$ cat config.mk
export PLATFORM = sky130hd
export DESIGN_NAME = mh_front
export DESIGN_NICKNAME = d
export VERILOG_FILES = /design/src/rtl/core/mh_pkg.sv /design/src/rtl/core/mh_front.sv
export SDC_FILE = /design/constraint.sdc
export NUM_CORES = 1
export LEC_CHECK = 0
export BUFFER_PORTS_ARGS = -buffer_cell sky130_fd_sc_hd__buf_2
export CELL_PAD_IN_SITES_DETAIL_PLACEMENT = 1
export CELL_PAD_IN_SITES_GLOBAL_PLACEMENT = 1
export CORE_MARGIN = 2
export CORE_UTILIZATION = 38
export DETAILED_ROUTE_END_ITERATION = 12
export PLACE_DENSITY_LB_ADDON = 0.25
export REMOVE_ABC_BUFFERS = 1
export SLEW_MARGIN = 15
export SYNTH_ARGS = -nofsm -noshare
export SYNTH_HDL_FRONTEND = slang
export SYNTH_SLANG_ARGS = --single-unit
export TNS_END_PERCENT = 20
$ cat constraint.sdc
create_clock -name clk -period 3.2 [get_ports clk]
set_clock_uncertainty 0.05 [all_clocks]
set_input_delay 0.64 -clock clk [delete_from_list [all_inputs] [get_ports clk]]
set_output_delay 0.64 -clock clk [all_outputs]
set_load 0.005 [all_outputs]
$ cat src/rtl/core/mh_pkg.sv
// shared types, constants and angle table of the magnetometer heading block
package mh_pkg;

	// number of cordic iterations, one pipeline stage each (8 to 24)
	localparam int CORDIC_STEPS = 16;
	localparam int TABLE_LEN    = 24;

	localparam int AXIS_W  = 16;
	localparam int OFF_W   = 13;
	localparam int DECL_W  = 16;
	localparam int HEAD_W  = 16;
	localparam int FRAC_SH = 24;
	// holds an axis scaled by 2^24 plus cordic growth with headroom
	localparam int VEC_W   = 44;
	localparam int ANG_W   = 32;

	localparam logic [AXIS_W-1:0] OVF_CODE  = 16'hF000;
	localparam logic [ANG_W-1:0]  HALF_TURN = 32'h8000_0000;
	localparam int                HUND_TURN = 36000;

	localparam logic signed [DECL_W-1:0] DECL_RESET = 16'sd235;

	localparam int IDX_W = 2;
	localparam logic [IDX_W-1:0] REG_OFFSET_X    = 2'd0;
	localparam logic [IDX_W-1:0] REG_OFFSET_Y    = 2'd1;
	localparam logic [IDX_W-1:0] REG_OFFSET_Z    = 2'd2;
	localparam logic [IDX_W-1:0] REG_DECLINATION = 2'd3;

	// atan(2^-i) as a fraction of a full turn, 2^32 per turn
	localparam logic [ANG_W-1:0] ATAN_TAB [TABLE_LEN] = '{
		32'd536870912, 32'd316933406, 32'd167458907, 32'd85004756,
		32'd42667331,  32'd21354465,  32'd10679838,  32'd5340245,
		32'd2670163,   32'd1335086,   32'd667544,    32'd333772,
		32'd166886,    32'd83443,     32'd41721,     32'd20860,
		32'd10430,     32'd5215,      32'd2607,      32'd1303,
		32'd651,       32'd325,       32'd162,       32'd81
	};

	typedef struct packed {
		logic signed [VEC_W-1:0] re;
		logic signed [VEC_W-1:0] im;
		logic [ANG_W-1:0]        ang;
		logic                    ovf;
		logic                    zero;
	} vec_t;

endpackage

$ cat src/rtl/core/mh_front.sv
// offset correction, overflow check and half-turn pre-rotation
module mh_front (
	input  logic                                clk,
	input  logic                                arst_n,
	input  logic                                in_valid,
	output logic                                in_ready,
	input  logic signed [mh_pkg::AXIS_W-1:0]    x_raw,
	input  logic signed [mh_pkg::AXIS_W-1:0]    z_raw,
	input  logic signed [mh_pkg::AXIS_W-1:0]    y_raw,
	input  logic signed [mh_pkg::OFF_W-1:0]     off_x,
	input  logic signed [mh_pkg::OFF_W-1:0]     off_y,
	input  logic signed [mh_pkg::OFF_W-1:0]     off_z,
	output logic                                out_valid,
	input  logic                                out_ready,
	output mh_pkg::vec_t                        out_vec
);

	logic                             v_s1, v_s2;
	logic                             rdy_s1, rdy_s2;
	logic signed [mh_pkg::AXIS_W-1:0] cx, cy, cz;
	logic signed [mh_pkg::AXIS_W-1:0] x_s1, z_s1;
	logic                             ovf_s1;
	logic signed [mh_pkg::VEC_W-1:0]  re_sc, im_sc;
	mh_pkg::vec_t                     pre;
	mh_pkg::vec_t                     vec_s2;

	assign rdy_s2   = !v_s2 || out_ready;
	assign rdy_s1   = !v_s1 || rdy_s2;
	assign in_ready = rdy_s1;

	// subtraction wraps to the axis width
	assign cx = x_raw - mh_pkg::AXIS_W'(off_x);
	assign cy = y_raw - mh_pkg::AXIS_W'(off_y);
	assign cz = z_raw - mh_pkg::AXIS_W'(off_z);

	assign re_sc = mh_pkg::VEC_W'(z_s1) <<< mh_pkg::FRAC_SH;
	assign im_sc = mh_pkg::VEC_W'(x_s1) <<< mh_pkg::FRAC_SH;

	always_comb begin
		pre.ovf  = ovf_s1;
		pre.zero = (x_s1 == '0) && (z_s1 == '0);
		if (z_s1 < 0) begin
			pre.re  = -re_sc;
			pre.im  = -im_sc;
			pre.ang = mh_pkg::HALF_TURN;
		end else begin
			pre.re  = re_sc;
			pre.im  = im_sc;
			pre.ang = '0;
		end
	end

	always_ff @(posedge clk or negedge arst_n) begin
		if (!arst_n) begin
			v_s1 <= 1'b0;
			v_s2 <= 1'b0;
		end else begin
			if (rdy_s1) v_s1 <= in_valid;
			if (rdy_s2) v_s2 <= v_s1;
		end
	end

	always_ff @(posedge clk) begin
		if (rdy_s1 && in_valid) begin
			x_s1   <= cx;
			z_s1   <= cz;
			ovf_s1 <= (cx == mh_pkg::OVF_CODE) || (cy == mh_pkg::OVF_CODE) ||
			          (cz == mh_pkg::OVF_CODE);
		end
		if (rdy_s2 && v_s1) vec_s2 <= pre;
	end

	assign out_valid = v_s2;
	assign out_vec   = vec_s2;

endmodule

==> results.json <==
{
  "synth-edff-count": 76,
  "synthesis.area_mm2": 0.00606,
  "drc": 0,
  "num_vias": 4968,
  "dp.final_hpwl_um": 12400,
  "area_growth_pct": 21.5,
  "switching_share": 0.284,
  "n_antenna_cell": 0,
  "internal_power_uw": 2340,
  "critPathCaptureType": "flip-flop",
  "die_height_um": 130,
  "portBuffers": 135,
  "clk_latency_ns": 0.33,
  "drt-total-wl_um": 14500,
  "grt_first_pass_wirelength_um": 22600,
  "cts.htree.levels": 3,
  "seq_area_mm2": 0.00233,
  "syn_inst": 629,
  "power_density_mw_per_mm2": 444,
  "start_kind": "input pin",
  "yosysSeqAreaShare": 0.385,
  "switchingPower_uw": 928,
  "cp_max_fo": 4,
  "drtPass1Iterations": 6,
  "cts_buffers": 9,
  "dieArea_mm2": 0.0170,
  "min_path_type": "input pin to async pin",
  "combPwrFrac": 0.293,
  "required_ns": 3.30,
  "grt.overflow.total": 0,
  "path_class": "input pin to flip-flop",
  "cts_tree": "yes",
  "grt_max_degree": 44,
  "vias_per_cell": 4.78,
  "relSlewSlack": 0.354,
  "place.gp.congestion": 0.847,
  "ys_ff_latch": 78,
  "fillers": 1918,
  "pwr-share-seq": 0.423,
  "final_common_cell": "buf_2",
  "drive_gt1_frac": 0.255,
  "tightest_slew_ns": 0.969,
  "whs_ns": 0.0379,
  "multi_input_area_mm2": 0.00320,
  "antenna_found_initial": 0,
  "num_rows": 46,
  "antenna_left": 0,
  "cts_num_sinks": 78,
  "max-vdd-ir-drop_v": 0.000299,
  "post-route-min-period_ns": 3.04,
  "finalHoldViolations": 0,
  "syn_avg_cell_area_um2": 9.63,
  "yosysWarningCount": 0,
  "start_util": 0.385,
  "coreArea_mm2": 0.0157,
  "cts.clk_slew.worst_paths_ns": 0.05,
  "status": "completed",
  "synth.distinct_cells": 64,
  "p_leak_uw": 0.00337,
  "synth-main-ff-cell": "edfxtp_1",
  "ctsLongestPathBuffers": 2,
  "postCtsHoldBufs": 0,
  "async_flop_share": 0.0256,
  "fin_nets": 960,
  "power_frac_clock": 0.284,
  "wire_per_inst_um": 13.9,
  "min_period_over_period": 0.951,
  "setup_viol_count_final": 0,
  "fp.dieW_um": 130,
  "ios": 215,
  "drt_iter0_markers": 207,
  "final_cell_mix": "135 x buf_2, 83 x conb_1, 76 x edfxtp_1",
  "grt_pass1_vias": 4945,
  "finalMaxSlewViolations": 0,
  "power_uw": 3260,
  "arrival_ns": 3.14,
  "cts_root_buffer": "clkbuf_16",
  "grt_use_total": 0.165,
  "maxCapViolations": 0,
  "clock.fmax_mhz": 329
}
==> state kept, by name (all words and copies together) (netlist names) <==
name / flops
out_valid: 1
ovf_s1: 1
v_s1: 1
x_s1: 16
z_s1: 16
out_vec: 43
==> cell families after synthesis <==
logic type | Yosys count | share of synthesized area
and+or+nand+nor | 158 | 0.136
buffers and inverters | 149 | 0.142
AOI/OAI and AO/OA | 141 | 0.156
DFF | 78 | 0.385
xor gates and xnor gates | 51 | 0.0738
adders and majority gates | 49 | 0.104
muxes | 2 | 0.00331
other | 1 | 0.000619
==> power by group through the flow <==
stage               Combinational (µW)  Clock (µW)  Sequential [µW]
global route                      1070         988             1400
global placement                   910           0             1390
CTS                                957         950             1380
detailed placement                 952           0             1400
finish                             957         926             1380
floorplan                          561           0             1400
==> path summary, 6_finish.rpt <==
| check | to | depth (start not counted) | slack (ns) | startpoint |
|---|---|---|---|---|
| max | ovf_s1$_DFFE_PP_ | 11 | 0.16 | off_z[6] |
| min | v_s1$_DFFE_PN0N_ | 1 | 0.04 | arst_n |
| max reg2reg | out_vec[115]$_DFFE_PP_ | 5 | 0.57 | z_s1[5]$_DFFE_PP_ |
| min reg2reg | out_vec[1]$_DFFE_PP_ | 0 | 0.37 | ovf_s1$_DFFE_PP_ |
| max in group asynchronous | out_valid$_DFFE_PN0P_ | 1 | 2.96 | arst_n |
| min in group clk | out_vec[1]$_DFFE_PP_ | 0 | 0.37 | ovf_s1$_DFFE_PP_ |
==> critical path, stage by stage <==
cell and delay, ns:
buf_2 0.08, inv_1 0.04, ha_1 0.31, a21o_1 0.22
or3_4 0.35, o211a_4 0.24, o41a_1 0.41, a31oi_1 0.20
nand2_1 0.07, or4b_1 0.48, o311ai_1 0.10
==> timing repair <==
| item | 4_1_cts | 5_1_grt |
|---|---|---|
| resized for setup | 0 | 5 |
| setup endpoints to repair | 0 | 1 |
| buffers inserted | 0 | 0 |
==> synthesized netlist by cell type, drive strengths merged (6+ instances only) <==
library cell   n  area share
xnor2         37       0.054
xor2          14       0.020
o21a           8      0.0099
o211ai         8      0.0099
a21o           6      0.0074
buf           79       0.098
a21oi         30       0.025
ha            47       0.097
inv           65       0.040
or3           10       0.011
o31ai         11       0.014
edfxtp        76        0.38
o41ai          6      0.0087
nor2          34       0.021
or4            6      0.0076
nand2b        10       0.010
nand3         11      0.0091
o21ai         36       0.030
nand2         33       0.020
nor3          20       0.017
==> per-stage QoR <==
step	setup TNS (ns)	setup WS, ns	std cells	util	area (µm²)
after CTS	0	0.133	1040	0.466	7330
after global routing	-0.0468	-0.0468	1040	0.468	7360
after floorplan	0	0.0439	627	-	5750
after global placement	-0.172	-0.172	1025	0.449	7050
after detailed placement	-0.210	-0.210	1025	0.449	7050
final	0	0.157	1040	0.468	7360
==> final cells by class <==
| class | count | share of cell area |
|---|---|---|
| multi-input combinational | 484 | 0.435 |
| sequential | 78 | 0.317 |
| timing repair buffer | 182 | 0.140 |
| clock buffer | 14 | 0.0373 |
| tap | 216 | 0.0367 |
| inverter | 65 | 0.0332 |
| clock inverter | 1 | 0.000680 |
==> metal layers <==
| metal | track usage | vias to the layer above | share of wire |
|---|---|---|---|
| met2 | 0.298 | 153 | 0.51 |
| li1 | - | 2477 | - |
| met4 | 0.0506 | 0 | 0.013 |
| met5 | 0 | - | 0 |
| met1 | 0.202 | 2325 | 0.43 |
| met3 | 0.0246 | 13 | 0.048 |
(Power assumes the default switching activity.)
