## config.mk

```make
export PLATFORM = sky130hd
export DESIGN_NAME = mh_back
export DESIGN_NICKNAME = d
export VERILOG_FILES = /design/src/rtl/core/mh_pkg.sv /design/src/rtl/core/mh_back.sv
export SDC_FILE = /design/constraint.sdc
export NUM_CORES = 1
export LEC_CHECK = 0
export BUFFER_PORTS_ARGS = -buffer_cell sky130_fd_sc_hd__buf_2
export CAP_MARGIN = 20
export CORE_MARGIN = 3
export CORE_UTILIZATION = 50
export CTS_BUF_LIST = sky130_fd_sc_hd__clkbuf_4
export DETAILED_ROUTE_END_ITERATION = 10
export PLACE_DENSITY = 0.73
export REMOVE_ABC_BUFFERS = 1
export SYNTH_ARGS = -nofsm -noshare
export SYNTH_HDL_FRONTEND = slang
export SYNTH_SLANG_ARGS = --single-unit
```

## constraint.sdc

```tcl
create_clock -name clk -period 4 [get_ports clk]
set_input_delay 0.4 -clock clk [delete_from_list [all_inputs] [get_ports clk]]
set_output_delay 0.4 -clock clk [all_outputs]
set_load 0.05 [all_outputs]
```

## src/rtl/core/mh_pkg.sv

```systemverilog
// shared types, constants and angle table of the magnetometer heading block
package mh_pkg;

	// number of cordic iterations, one pipeline stage each (8 to 24)
	localparam int CORDIC_STEPS = 16;
	localparam int TABLE_LEN    = 24;

	localparam int AXIS_W  = 16;
	localparam int OFF_W   = 13;
	localparam int DECL_W  = 16;
	localparam int HEAD_W  = 16;
	localparam int FRAC_SH = 24;
	// holds an axis scaled by 2^24 plus cordic growth with headroom
	localparam int VEC_W   = 44;
	localparam int ANG_W   = 32;

	localparam logic [AXIS_W-1:0] OVF_CODE  = 16'hF000;
	localparam logic [ANG_W-1:0]  HALF_TURN = 32'h8000_0000;
	localparam int                HUND_TURN = 36000;

	localparam logic signed [DECL_W-1:0] DECL_RESET = 16'sd235;

	localparam int IDX_W = 2;
	localparam logic [IDX_W-1:0] REG_OFFSET_X    = 2'd0;
	localparam logic [IDX_W-1:0] REG_OFFSET_Y    = 2'd1;
	localparam logic [IDX_W-1:0] REG_OFFSET_Z    = 2'd2;
	localparam logic [IDX_W-1:0] REG_DECLINATION = 2'd3;

	// atan(2^-i) as a fraction of a full turn, 2^32 per turn
	localparam logic [ANG_W-1:0] ATAN_TAB [TABLE_LEN] = '{
		32'd536870912, 32'd316933406, 32'd167458907, 32'd85004756,
		32'd42667331,  32'd21354465,  32'd10679838,  32'd5340245,
		32'd2670163,   32'd1335086,   32'd667544,    32'd333772,
		32'd166886,    32'd83443,     32'd41721,     32'd20860,
		32'd10430,     32'd5215,      32'd2607,      32'd1303,
		32'd651,       32'd325,       32'd162,       32'd81
	};

	typedef struct packed {
		logic signed [VEC_W-1:0] re;
		logic signed [VEC_W-1:0] im;
		logic [ANG_W-1:0]        ang;
		logic                    ovf;
		logic                    zero;
	} vec_t;

endpackage

```

## src/rtl/core/mh_back.sv

```systemverilog
// angle to hundredths of a degree, declination and wrap into one turn
module mh_back (
	input  logic                              clk,
	input  logic                              arst_n,
	input  logic                              in_valid,
	output logic                              in_ready,
	input  mh_pkg::vec_t                      in_vec,
	input  logic signed [mh_pkg::DECL_W-1:0]  decl,
	output logic                              out_valid,
	input  logic                              out_ready,
	output logic [mh_pkg::HEAD_W-1:0]         heading,
	output logic                              overflow
);

	localparam int PROD_W = mh_pkg::ANG_W + mh_pkg::HEAD_W;
	localparam int SUM_W  = mh_pkg::HEAD_W + 2;

	logic                        v_s1, v_s2;
	logic                        rdy_s1, rdy_s2;
	logic [mh_pkg::ANG_W-1:0]    ang_adj;
	logic [PROD_W-1:0]           prod;
	logic [mh_pkg::HEAD_W-1:0]   h_s1;
	logic                        ovf_s1;
	logic signed [SUM_W-1:0]     sum;
	logic signed [SUM_W-1:0]     wrapped;
	logic [mh_pkg::HEAD_W-1:0]   head_s2;
	logic                        ovf_s2;

	assign rdy_s2   = !v_s2 || out_ready;
	assign rdy_s1   = !v_s1 || rdy_s2;
	assign in_ready = rdy_s1;

	// zero vector gives angle 0 before the half turn
	assign ang_adj = (in_vec.zero ? '0 : in_vec.ang) + mh_pkg::HALF_TURN;
	assign prod    = PROD_W'(ang_adj) * PROD_W'(mh_pkg::HUND_TURN);

	assign sum = signed'({2'b00, h_s1}) + SUM_W'(decl);

	always_comb begin
		if (sum < 0) begin
			wrapped = sum + SUM_W'(mh_pkg::HUND_TURN);
		end else if (sum >= SUM_W'(mh_pkg::HUND_TURN)) begin
			wrapped = sum - SUM_W'(mh_pkg::HUND_TURN);
		end else begin
			wrapped = sum;
		end
	end

	always_ff @(posedge clk or negedge arst_n) begin
		if (!arst_n) begin
			v_s1 <= 1'b0;
			v_s2 <= 1'b0;
		end else begin
			if (rdy_s1) v_s1 <= in_valid;
			if (rdy_s2) v_s2 <= v_s1;
		end
	end

	always_ff @(posedge clk) begin
		if (rdy_s1 && in_valid) begin
			h_s1   <= prod[PROD_W-1:mh_pkg::ANG_W];
			ovf_s1 <= in_vec.ovf;
		end
		if (rdy_s2 && v_s1) begin
			head_s2 <= ovf_s1 ? '0 : wrapped[mh_pkg::HEAD_W-1:0];
			ovf_s2  <= ovf_s1;
		end
	end

	assign out_valid = v_s2;
	assign heading   = head_s2;
	assign overflow  = ovf_s2;

endmodule

```

==> results of run 1 <==
==> cell usage after synthesis, drive strengths merged (3+ instances only) <==
master,instances,share of area [%]
mux2i,4,0.47
o41ai,3,0.31
nor2,75,3.3
or3,5,0.42
a41oi,3,0.39
and2,7,0.51
clkbuf,37,1.6
nor3,19,1.1
nand2,56,2.5
nand3,26,1.6
o21bai,5,0.44
o21a,10,0.89
o211ai,7,0.61
o21ai,24,1.6
nor2b,43,3.1
a21o,17,1.5
nor4b,4,0.41
buf,12,0.64
a21oi,37,2.2
a22oi,3,0.26
o22ai,5,0.37
a221oi,5,0.51
xnor2,52,5.3
a31oi,8,0.76
and3,9,0.66
a311oi,6,0.96
or4,3,0.31
mux2,3,0.39
nand4,19,1.4
nand2b,10,0.73
ha,137,20
xor2,34,3.6
edfxtp,34,12
a211oi,7,0.79
fa,80,19
inv,135,5.9
==> report_power, final <==
group / leakage (nW) / switching [mW] / total (mW) / internal [mW]
combinational: 5.28 / 2.47 / 4.42 / 1.95
sequential: 0.353 / 0.0397 / 0.627 / 0.587
clock: 0.0293 / 0.130 / 0.204 / 0.0738
total: 5.67 / 2.64 / 5.25 / 2.61
==> cells by family (layout without fill, tap and decap cells) <==
family	after synthesis	in the layout	share of synthesized area, %
flip-flops	36	36	12.5
other	0	1	0
AND/OR/NAND/NOR	284	284	16.7
buffers and inverters	185	397	8.24
AO/OA/AOI/OAI	162	162	14.1
multiplexers	7	7	0.862
XOR/XNOR	86	86	8.88
adder cells (fa/ha/maj)	217	217	38.7
==> per-layer routing <==
| metal | up-vias | track usage, % | wire, um |
|---|---|---|---|
| met5 | - | 0 | 0 |
| met4 | 0 | 12.0 | 2010 |
| met3 | 170 | 3.35 | 1920 |
| met2 | 449 | 48.7 | 14300 |
| met1 | 4004 | 32.2 | 10500 |
| li1 | 3759 | - | - |
==> worst reg2reg max path, delay by kind of cell (launching register included) <==
kind / cells / cell delay, ns
DFF: 1 / 0.42
and+or+nand+nor: 1 / 0.44
adders and majority gates: 3 / 0.92
AOI/OAI and AO/OA: 7 / 1.68
==> cell type report <==
class / instances / area (sq um)
clock buffers: 6 / 45.0
multi-input cells: 756 / 7980
diodes: 1 / 2.50
inverters: 136 / 510
flip-flops and latches: 36 / 1070
clock inverters: 2 / 11.3
fillers: 1109 / 4720
repair buffers: 253 / 2080
well taps: 220 / 275
==> registers in the layout, indices dropped and copies added, names as in the netlist <==
signal and count:
h_s1 16, heading 16, out_valid 1, overflow 1, ovf_s1 1, v_s1 1
==> worst paths after layout <==
path,from,endpoint,slack (ns),cells past startpoint
max,in_vec[0],h_s1[11],-0.76,25
min,in_vec[1],ovf_s1,0.26,1
max reg2reg,h_s1[0],heading[15],0.25,11
min reg2reg,v_s1,out_valid,0.54,1
max in group asynchronous,arst_n,out_valid,3.52,2
min in group asynchronous,arst_n,v_s1,0.38,2
==> metrics by stage <==
step / cell area (sq um) / setup TNS (ns) / std cells / setup WS [ns] / power (mW)
after detailed placement: 10100 / -17.46 / 1361 / -1.38 / 4.06
after floorplan: 8370 / -10.13 / 928 / -0.981 / 3.02
after CTS: 11600 / -3.93 / 1399 / -0.397 / 4.73
after global placement: 10100 / -15.49 / 1361 / -1.22 / 3.96
after global routing: 12000 / -11.52 / 1410 / -0.897 / 5.63
final: 12000 / -9.52 / 1410 / -0.755 / 5.25
==> repair_timing <==
action	CTS	global route
gates resized for setup	220	58
hold endpoints to repair	2	0
cloned	8	0
hold buffers	1	0
buffers inserted	23	11
pin swaps	90	52
endpoints found under the setup margin	16	16
==> PnR_summary.wiki, run 1 <==
{| class="wikitable"
! Metric !! Value
|-
| Outcome || complete, but fails checks
|-
| Violations in the final reports || setup timing
|-
| Initial cell density of the core || 51.3%
|-
| Class of the tightest hold or removal check || input port to register
|-
| Top FF cell, synth || sky130_fd_sc_hd__edfxtp_1
|-
| Die height || 137 um
|-
| Clock period minus worst slack || 4.76 ns
|-
| Worst path top cell family by delay || adder cells
|-
| Per-instance average area after synthesis || 8.77 sq um
|-
| Post-Route Utilization || a little under three quarters
|-
| Num ports || around 160
|-
| Final number of setup-violating endpoints || 16
|-
| Number of clock buffers inserted by TritonCTS || 5
|-
| Gp weighted congestion || about 0.9
|-
| Register area share after synthesis || about 13%
|-
| Via-to-Cell Ratio || between 5 and 6
|-
| Width of the die || 137 um
|-
| Total number of vias || roughly 8.4k
|-
| Cell area after technology mapping || ~8600 sq um
|-
| Global-route usage over all layers || a little over a quarter
|-
| Worst-skew pair later-pin latency || 0.36 ns
|-
| EDFF count, synth || 34
|-
| Fmax || 210 MHz
|-
| Global-route wire length before repair || ~40,000 um
|-
| Slowest stage delay, CP || between 0.5 and 0.6 ns
|-
| Initial antenna violation count || 1
|-
| Worst slew margin relative to its limit || a little under half
|-
| Worst hold slack across all endpoints || around 0.26 ns
|-
| Sort of element at the start of the critical path || input port
|-
| Global route total overflow || 0
|-
| Input/output buffers || 72
|-
| Leading cell types in the layout, fill and taps excluded || sky130_fd_sc_hd__buf_4, sky130_fd_sc_hd__inv_1, sky130_fd_sc_hd__ha_1
|-
| Count of mapped cells out of synthesis || 977
|-
| Max Cap Violations || 0
|-
| Routed wire per std cell || 20.4 um
|-
| H-Tree Level Count || 2
|-
| CP Data Required Time || a little over 4 ns
|-
| Total length of routed wires || ~29,000 um
|-
| Slew Viols, Final || 0
|-
| Most frequent cell on the critical path || sky130_fd_sc_hd__buf_4
|-
| Violation count after the first detailed-route iteration || 610
|-
| DP HPWL || 16,700 um
|-
| Classification of the worst setup path || input port to register
|-
| Post-route DRC || 0
|-
| RSZ-0062 raised after global routing || yes
|-
| CP max FO || 5
|-
| Fraction of final layout cells sized beyond drive strength 1 || a little under two fifths
|-
| Number of cell rows || 47
|-
| Net count of the finished layout || about 1.5k
|-
| Final worst slack || -0.755 ns
|-
| Share of async-settable or async-resettable flops after synthesis || between 5 and 6%
|-
| Relative area change from synthesis to final layout || 39.9%
|-
| Flops & latches, synth || 36
|-
| Clock tree root buffer cell || sky130_fd_sc_hd__clkbuf_4
|-
| Worst Clk Skew || ~0.021 ns
|-
| Leakage power of the design || about 5.7 nW
|-
| Number of sinks on the clock net || 36
|-
| Maximum number of pins on one net before global-route repair || 22
|-
| Peak supply drop || 0.000352 V
|-
| Critical Path End Type || register
|-
| Power density relative to cell area || between 400 and 500 nW/um^2
|-
| Unique cell type count in the Yosys netlist || between 70 and 80
|-
| Floorplan die area || ~19,000 sq um
|-
| Total number of yosys warnings || 0
|-
| Clock transition at the register clock pins on the worst setup and hold paths after CTS || around 0.13 ns
|-
| Number of search-and-repair iterations in the first detailed-routing pass || 5
|-
| Cell at the slowest stage of the critical path || sky130_fd_sc_hd__fa_1
|-
| Worst path bufs/invs || 10
|-
| Share of the clock period used by the worst path after layout || 119%
|-
| Transition time of the tightest slew-check pin || between 0.8 and 0.9 ns
|-
| Commonest non-fill, non-tap cell in the layout || sky130_fd_sc_hd__buf_4
|-
| Data arrival, critical path || ~4.9 ns
|-
| Antenna-violating nets left || 0
|-
| TritonCTS clock tree || yes
|-
| Worst-case clock buffer depth || 2
|-
| Via count of the first global-routing pass || between 8k and 9k
|-
| Final number of hold-violating endpoints || 0
|-
| Area of the core || 16,700 sq um
|}
Power figures use the tool's default switching activity.
==> run 2: changes to the inputs <==
clock period = 4.9 ns   (was 4 ns; I/O delays follow)
==> PnR_summary.wiki, run 2 (synthesis results as in run 1) <==
{| class="wikitable"
! Metric !! Value
|-
| Sort of element at the start of the critical path || input port
|-
| Via count of the first global-routing pass || 6,899 (-16%)
|-
| Slowest stage delay, CP || 0.54 ns (-0.03 ns)
|-
| Filler Cell Count || 1,395 (+26%)
|-
| Share of the clock period used by the worst path after layout || between 90 and 100%
|-
| Initial cell density of the core || 51.3% (unchanged)
|-
| Worst flop-to-flop path endpoint || heading[10]
|-
| Maximum number of pins on one net before global-route repair || 31 (+41%)
|-
| Number of search-and-repair iterations in the first detailed-routing pass || 5 (unchanged)
|-
| Global-route wire length before repair || 31,800 um (-21%)
|-
| Num ports || 161 (unchanged)
|-
| Fmax || about 210 MHz
|-
| Cell count after placement || 1,354 (-0.51%)
|-
| Global route total overflow || 0 (unchanged)
|-
| Total length of routed wires || 19,900 um (-31%)
|-
| Peak supply drop || 0.000249 V (-29%)
|-
| Transition time of the tightest slew-check pin || 0.799 ns (-0.00937 ns)
|-
| Worst path bufs/invs || 7 (-3)
|-
| Leakage power of the design || 5.26 nW (-7.1%)
|-
| Data arrival, critical path || 4.89 ns (+0.03 ns)
|-
| Worst setup slack for register-to-register paths || 1.05 ns (+0.80 ns)
|-
| Register cell area after layout || 1070 sq um (unchanged)
|-
| Final number of hold-violating endpoints || 0 (unchanged)
|-
| Class of the tightest hold or removal check || input port to register
|-
| CP max FO || 9 (+4)
|-
| Slew Viols, Final || 0 (unchanged)
|-
| Worst slew margin relative to its limit || 46.7% (+0.62 points)
|-
| Worst-case setup slack after placement || -0.624 ns (+0.752 ns)
|-
| Clock transition at the register clock pins on the worst setup and hold paths after CTS || 0.11 ns (-0.02 ns)
|-
| Global-route usage over all layers || 20.7% (-6.4 points)
|-
| Multi-input gate area || 7230 sq um (-9.4%)
|-
| Cell at the slowest stage of the critical path || sky130_fd_sc_hd__fa_1
|-
| Initial antenna violation count || 1 (unchanged)
|-
| Number of clock buffers inserted by TritonCTS || 5 (unchanged)
|-
| Gp weighted congestion || 0.872 (-2.9%)
|-
| Final worst slack || 0.127 ns (+0.882 ns)
|-
| TritonCTS clock tree || yes
|-
| Width of the die || 137 um (unchanged)
|-
| Cell-by-cell trace of the critical path || clkbuf_4 > buf_12 > buf_6 > buf_4 > nor2b_4 > ha_1 > ha_1 > fa_1 > fa_1 > inv_1 > fa_1 > inv_1 > ha_1 > a21o_1 > a21o_1 > o21ai_2 > buf_6 > a21oi_4 > a221oi_2 > xnor2_1
|-
| Input/output buffers || 72 (unchanged)
|-
| Routed wire per std cell || 14.5 um (-29%)
|-
| Max Cap Violations || 0 (unchanged)
|-
| Classification of the worst setup path || input port to register
|-
| H-Tree Level Count || 2 (unchanged)
|-
| Leading cell types in the layout, fill and taps excluded || sky130_fd_sc_hd__buf_4, sky130_fd_sc_hd__inv_1, sky130_fd_sc_hd__ha_1
|-
| Hold Path Depth || 2 (+1)
|-
| Worst hold slack across all endpoints || 0.341 ns (+0.0846 ns)
|-
| Final number of setup-violating endpoints || 0 (-16)
|-
| Die height || 137 um (unchanged)
|-
| Worst-case clock buffer depth || 2 (unchanged)
|-
| Worst path top cell family by delay || adder cells
|-
| Net count of the finished layout || 1,510 (-2.4%)
|-
| Post-route DRC || 0 (unchanged)
|-
| Worst-skew pair later-pin latency || 0.35 ns (about the same)
|-
| DP HPWL || 16,400 um (-1.7%)
|-
| Relative area change from synthesis to final layout || 24.7%
|-
| Commonest non-fill, non-tap cell in the layout || sky130_fd_sc_hd__buf_4
|-
| Power density relative to cell area || 344 nW/um^2 (-21%)
|-
| Antenna-violating nets left || 0 (unchanged)
|-
| Beginning of the worst hold path || in_valid
|-
| Clock period minus worst slack || between 4 and 5 ns
|-
| Number of standard cells in the layout, taps in and fillers out || 1,373 (-2.6%)
|-
| CP Data Required Time || 5.01 ns (+0.90 ns)
|-
| Violation count after the first detailed-route iteration || 304 (-50%)
|-
| Number of cell instances on the worst register-to-register path || 11 (unchanged)
|-
| Number of sinks on the clock net || 36 (unchanged)
|-
| Via-to-Cell Ratio || 5.37 (-9.7%)
|-
| Clock tree root buffer cell || sky130_fd_sc_hd__clkbuf_4
|-
| Cell depth of the worst setup path || 20 (-20%)
|-
| Floorplan die area || 18,700 sq um (unchanged)
|-
| Worst Clk Skew || 0.0157 ns (-0.00569 ns)
|-
| Area of the core || 16,700 sq um (unchanged)
|-
| Number of cell rows || 47 (unchanged)
|-
| Total number of vias || 7,373 (-12%)
|-
| Critical Path End Type || register
|-
| Outcome || complete, no violations
|-
| Terminating pin of the worst hold path || v_s1
|-
| Fraction of final layout cells sized beyond drive strength 1 || 27.5% (-10 points)
|-
| Launching point of the worst reg2reg path || h_s1[0]
|}
==> run 2: area by class of cell <==
| type | instances | share of cell area, % |
|---|---|---|
| Timing Repair Buffer | 216 | 14.1 |
| Inverter | 136 | 4.78 |
| Clock inverter | 2 | 0.328 |
| Clock buffer | 6 | 0.422 |
| Tap cell | 220 | 2.58 |
| Multi-Input combinational cell | 756 | 67.7 |
| Antenna cell | 1 | 0.0234 |
| Sequential cell | 36 | 10.0 |
==> run 2: worst max path at each step <==
| stage | start | to |
|---|---|---|
| after floorplan | in_vec[10] | h_s1[12] |
| after global placement | in_vec[0] | h_s1[14] |
| after detailed placement | in_vec[0] | h_s1[15] |
| after CTS | in_vec[0] | h_s1[12] |
| after global routing | in_vec[0] | h_s1[14] |
| final | in_vec[0] | h_s1[14] |
==> run 2: repair_timing <==
action,4_1_cts,5_1_grt
hold endpoints to repair,2,0
setup buffers,0,8
gates resized for setup,18,85
hold buffers,1,0
cloned,0,1
setup endpoints to repair,9,12
pin swaps,2,50
==> run 2: power by group <==
part	internal, mW	total [mW]	switching [mW]
clock	0.112	0.214	0.101
combinational	1.28	2.95	1.68
sequential	0.479	0.508	0.0290
==> run 2: through the flow <==
stage	total power [mW]	instance area [sq um]	utilization [%]	TNS, ns
floorplan	2.47	8370	-	-0.306
global placement	3.18	10000	60.0	-4.65
detailed placement	3.25	10000	60.0	-6.04
CTS	3.50	10200	61.0	0
global route	4.05	10700	64.0	-0.0482
finish	3.68	10700	64.0	0
==> run 2: layer usage <==
| layer | wire, um | part of all wire (%) | track usage [%] |
|---|---|---|---|
| met5 | 0 | 0 | 0 |
| met2 | 10100 | 51 | 36.8 |
| met3 | 540 | 2.7 | 1.58 |
| met4 | 173 | 0.87 | 3.33 |
| met1 | 9070 | 46 | 28.0 |
==> run 3: changes to the inputs <==
PLACE_DENSITY = 0.72   (was 0.73)
==> PnR_summary.wiki, run 3 (synthesis results as in run 1) <==
{| class="wikitable"
! Metric !! Value
|-
| Worst-case setup slack after placement || -0.583 ns (+0.0410 ns)
|-
| Post-Layout Inst Area || 10,400 sq um (-2.5%)
|-
| Antenna-violating nets left || 0 (unchanged)
|-
| Worst path top cell family by delay || adder cells
|-
| Violation count after the first detailed-route iteration || 318 (+4.6%)
|-
| Launching point of the worst reg2reg path || h_s1[0]
|-
| Final number of hold-violating endpoints || 0 (unchanged)
|-
| Worst setup slack for register-to-register paths || 1.07 ns (+0.02 ns)
|-
| GR Util met1 || 28.9% (+0.86 points)
|-
| Most frequent cell on the critical path || sky130_fd_sc_hd__fa_1
|-
| DP HPWL || 16,400 um (-0.34%)
|-
| TritonCTS clock tree || yes
|-
| Total number of vias || 7,248 (-1.7%)
|-
| Max Cap Violations || 0 (unchanged)
|-
| Clock transition at the register clock pins on the worst setup and hold paths after CTS || 0.11 ns (about the same)
|-
| Initial antenna violation count || 1 (unchanged)
|-
| Routing usage on met3 || 1.43% (-0.15 points)
|-
| Gp weighted congestion || 0.872 (about the same)
|-
| Total Power Consumption || 3.60 mW (-2.0%)
|-
| Width of the die || 137 um (unchanged)
|-
| Via count of the first global-routing pass || 6,904 (+0.072%)
|-
| Cell depth of the worst setup path || 20 (unchanged)
|-
| Global-route wire length before repair || 32,100 um (+0.83%)
|-
| Net count of the finished layout || 1,497 (-0.86%)
|-
| Hold Path Depth || 2 (unchanged)
|-
| Number of cell instances on the worst register-to-register path || 11 (unchanged)
|-
| Post-route DRC || 0 (unchanged)
|-
| Cell at the slowest stage of the critical path || sky130_fd_sc_hd__fa_1
|-
| Critical Path End Type || register
|-
| H-Tree Level Count || 2 (unchanged)
|-
| Fmax || 209 MHz (-0.23%)
|-
| Transition time of the tightest slew-check pin || 0.791 ns (-0.00767 ns)
|-
| Die height || 137 um (unchanged)
|-
| Top Usage Layer GRT || met2
|-
| Global route total overflow || 0 (unchanged)
|-
| Maximum number of pins on one net before global-route repair || 30 (-3.2%)
|-
| Class of the tightest hold or removal check || input port to register
|-
| Leading cell types in the layout, fill and taps excluded || sky130_fd_sc_hd__inv_1, sky130_fd_sc_hd__ha_1, sky130_fd_sc_hd__buf_4
|-
| Num ports || 161 (unchanged)
|-
| Global-route usage over all layers || 20.9% (+0.22 points)
|-
| Share of the clock period used by the worst path after layout || 97.6% (+0.22 points)
|-
| Relative area change from synthesis to final layout || 21.6%
|-
| CP Data Required Time || 5.02 ns (about the same)
|-
| CP max FO || 11 (+2)
|-
| Number of search-and-repair iterations in the first detailed-routing pass || 5 (unchanged)
|-
| Clock period minus worst slack || 4.78 ns (+0.0108 ns)
|-
| Initial cell density of the core || 51.3% (unchanged)
|-
| Commonest non-fill, non-tap cell in the layout || sky130_fd_sc_hd__inv_1
|-
| Number of sinks on the clock net || 36 (unchanged)
|-
| Placed cell areas || 10000 sq um (-0.27%)
|-
| Routed wire per std cell || 14.5 um (+0.27%)
|-
| Slew Viols, Final || 0 (unchanged)
|-
| Worst-skew pair later-pin latency || 0.37 ns (+0.02 ns)
|-
| Cell count after placement || 1,347 (-0.52%)
|-
| Outcome || complete, no violations
|-
| Worst Clk Skew || 0.00884 ns (-0.00688 ns)
|-
| Peak supply drop || 0.000249 V (about the same)
|-
| Terminating pin of the worst hold path || v_s1
|-
| Cell-by-cell trace of the critical path || buf_4 > buf_12 > buf_6 > nor2b_1 > ha_1 > inv_1 > fa_1 > inv_1 > fa_1 > fa_1 > ha_1 > and3_1 > a221oi_1 > a21bo_2 > nand3_1 > and2_1 > o21ai_0 > a221oi_1 > o21bai_1 > xor2_1
|-
| Clock tree root buffer cell || sky130_fd_sc_hd__clkbuf_4
|-
| Fraction of final layout cells sized beyond drive strength 1 || 24.9% (-2.6 points)
|-
| Worst-case clock buffer depth || 2 (unchanged)
|-
| Filler Cell Count || 1,445 (+3.6%)
|-
| Final worst slack || 0.116 ns (-0.0108 ns)
|-
| Final number of setup-violating endpoints || 0 (unchanged)
|-
| Classification of the worst setup path || input port to register
|-
| Floorplan die area || 18,700 sq um (unchanged)
|-
| Post-Route Utilization || 62.4% (-1.6 points)
|-
| Worst path bufs/invs || 5 (-2)
|-
| Via-to-Cell Ratio || 5.33 (-0.76%)
|-
| Slowest stage delay, CP || 0.53 ns (about the same)
|-
| Area of the core || 16,700 sq um (unchanged)
|-
| Power density relative to cell area || 346 nW/um^2 (+0.49%)
|-
| Total length of routed wires || 19,800 um (-0.68%)
|-
| Data arrival, critical path || 4.90 ns (about the same)
|-
| Number of clock buffers inserted by TritonCTS || 5 (unchanged)
|-
| Worst flop-to-flop path endpoint || heading[10]
|-
| Beginning of the worst hold path || in_valid
|-
| Leakage power of the design || 5.19 nW (-1.4%)
|-
| Met2 track demand over resource in global routing || 36.3% (-0.49 points)
|-
| Input/output buffers || 72 (unchanged)
|-
| Sort of element at the start of the critical path || input port
|-
| Number of cell rows || 47 (unchanged)
|-
| Number of standard cells in the layout, taps in and fillers out || 1,360 (-0.95%)
|-
| Worst slew margin relative to its limit || 47.3% (+0.51 points)
|}
-- run 3: metal layers --
| metal | part of all wire [%] | up-vias |
|---|---|---|
| met5 | 0 | - |
| met4 | 1.0 | 0 |
| met3 | 2.7 | 14 |
| li1 | - | 3647 |
| met2 | 50 | 119 |
| met1 | 46 | 3468 |
-- run 3: repair_timing --
action	4_1_cts	5_1_grt
endpoints found under the hold margin	2	0
pin swaps	0	21
setup endpoints to repair	8	10
gates resized for setup	13	54
hold buffers	1	0
cloned	0	2
setup buffers	0	1
-- run 3: how the worst max path moves through the flow --
stage	startpoint	to	slack, ns
floorplan	in_vec[10]	h_s1[12]	-0.17
global placement	in_vec[0]	h_s1[14]	-0.51
detailed placement	in_vec[0]	h_s1[14]	-0.58
CTS	in_vec[0]	h_s1[12]	0.003
global route	in_vec[0]	h_s1[1]	-0.07
finish	in_vec[0]	h_s1[1]	0.12
-- run 3: metrics by stage --
stage	hold WS [ns]	TNS (ns)
3_3_place_gp	0.276	-4.42
3_5_place_dp	0.276	-5.19
5_1_grt	0.315	-0.136
6_report	0.320	0
2_1_floorplan	0.194	-0.306
4_1_cts	0.312	0
-- run 3: power breakdown --
group	internal [mW]	total (mW)	switching, mW
combinational	1.24	2.87	1.64
sequential	0.479	0.506	0.0276
clock	0.112	0.223	0.110
total	1.83	3.60	1.78
-- run 3: final cells by class --
cell class              count  area [sq um]  area share (%)
clock inverters             2          35.0           0.336
repair buffers            203          1450            13.9
flip-flops and latches     36          1070            10.3
inverters                 136           510            4.90
well taps                 220           275            2.64
diodes                      1          2.50          0.0240
multi-input cells         756          7030            67.5
clock buffers               6          45.0           0.432
-- run 3: worst register-to-register path, cell delays in order, from the launching register on --
cell and delay [ns]:
sky130_fd_sc_hd__edfxtp_1 0.40, sky130_fd_sc_hd__ha_1 0.24, sky130_fd_sc_hd__fa_1 0.41, sky130_fd_sc_hd__a21o_1 0.21
sky130_fd_sc_hd__a311oi_2 0.51, sky130_fd_sc_hd__o2bb2ai_2 0.19, sky130_fd_sc_hd__a31oi_1 0.25, sky130_fd_sc_hd__a311oi_1 0.22
sky130_fd_sc_hd__o32a_1 0.26, sky130_fd_sc_hd__o211a_1 0.28, sky130_fd_sc_hd__a211oi_2 0.21, sky130_fd_sc_hd__mux2_1 0.37
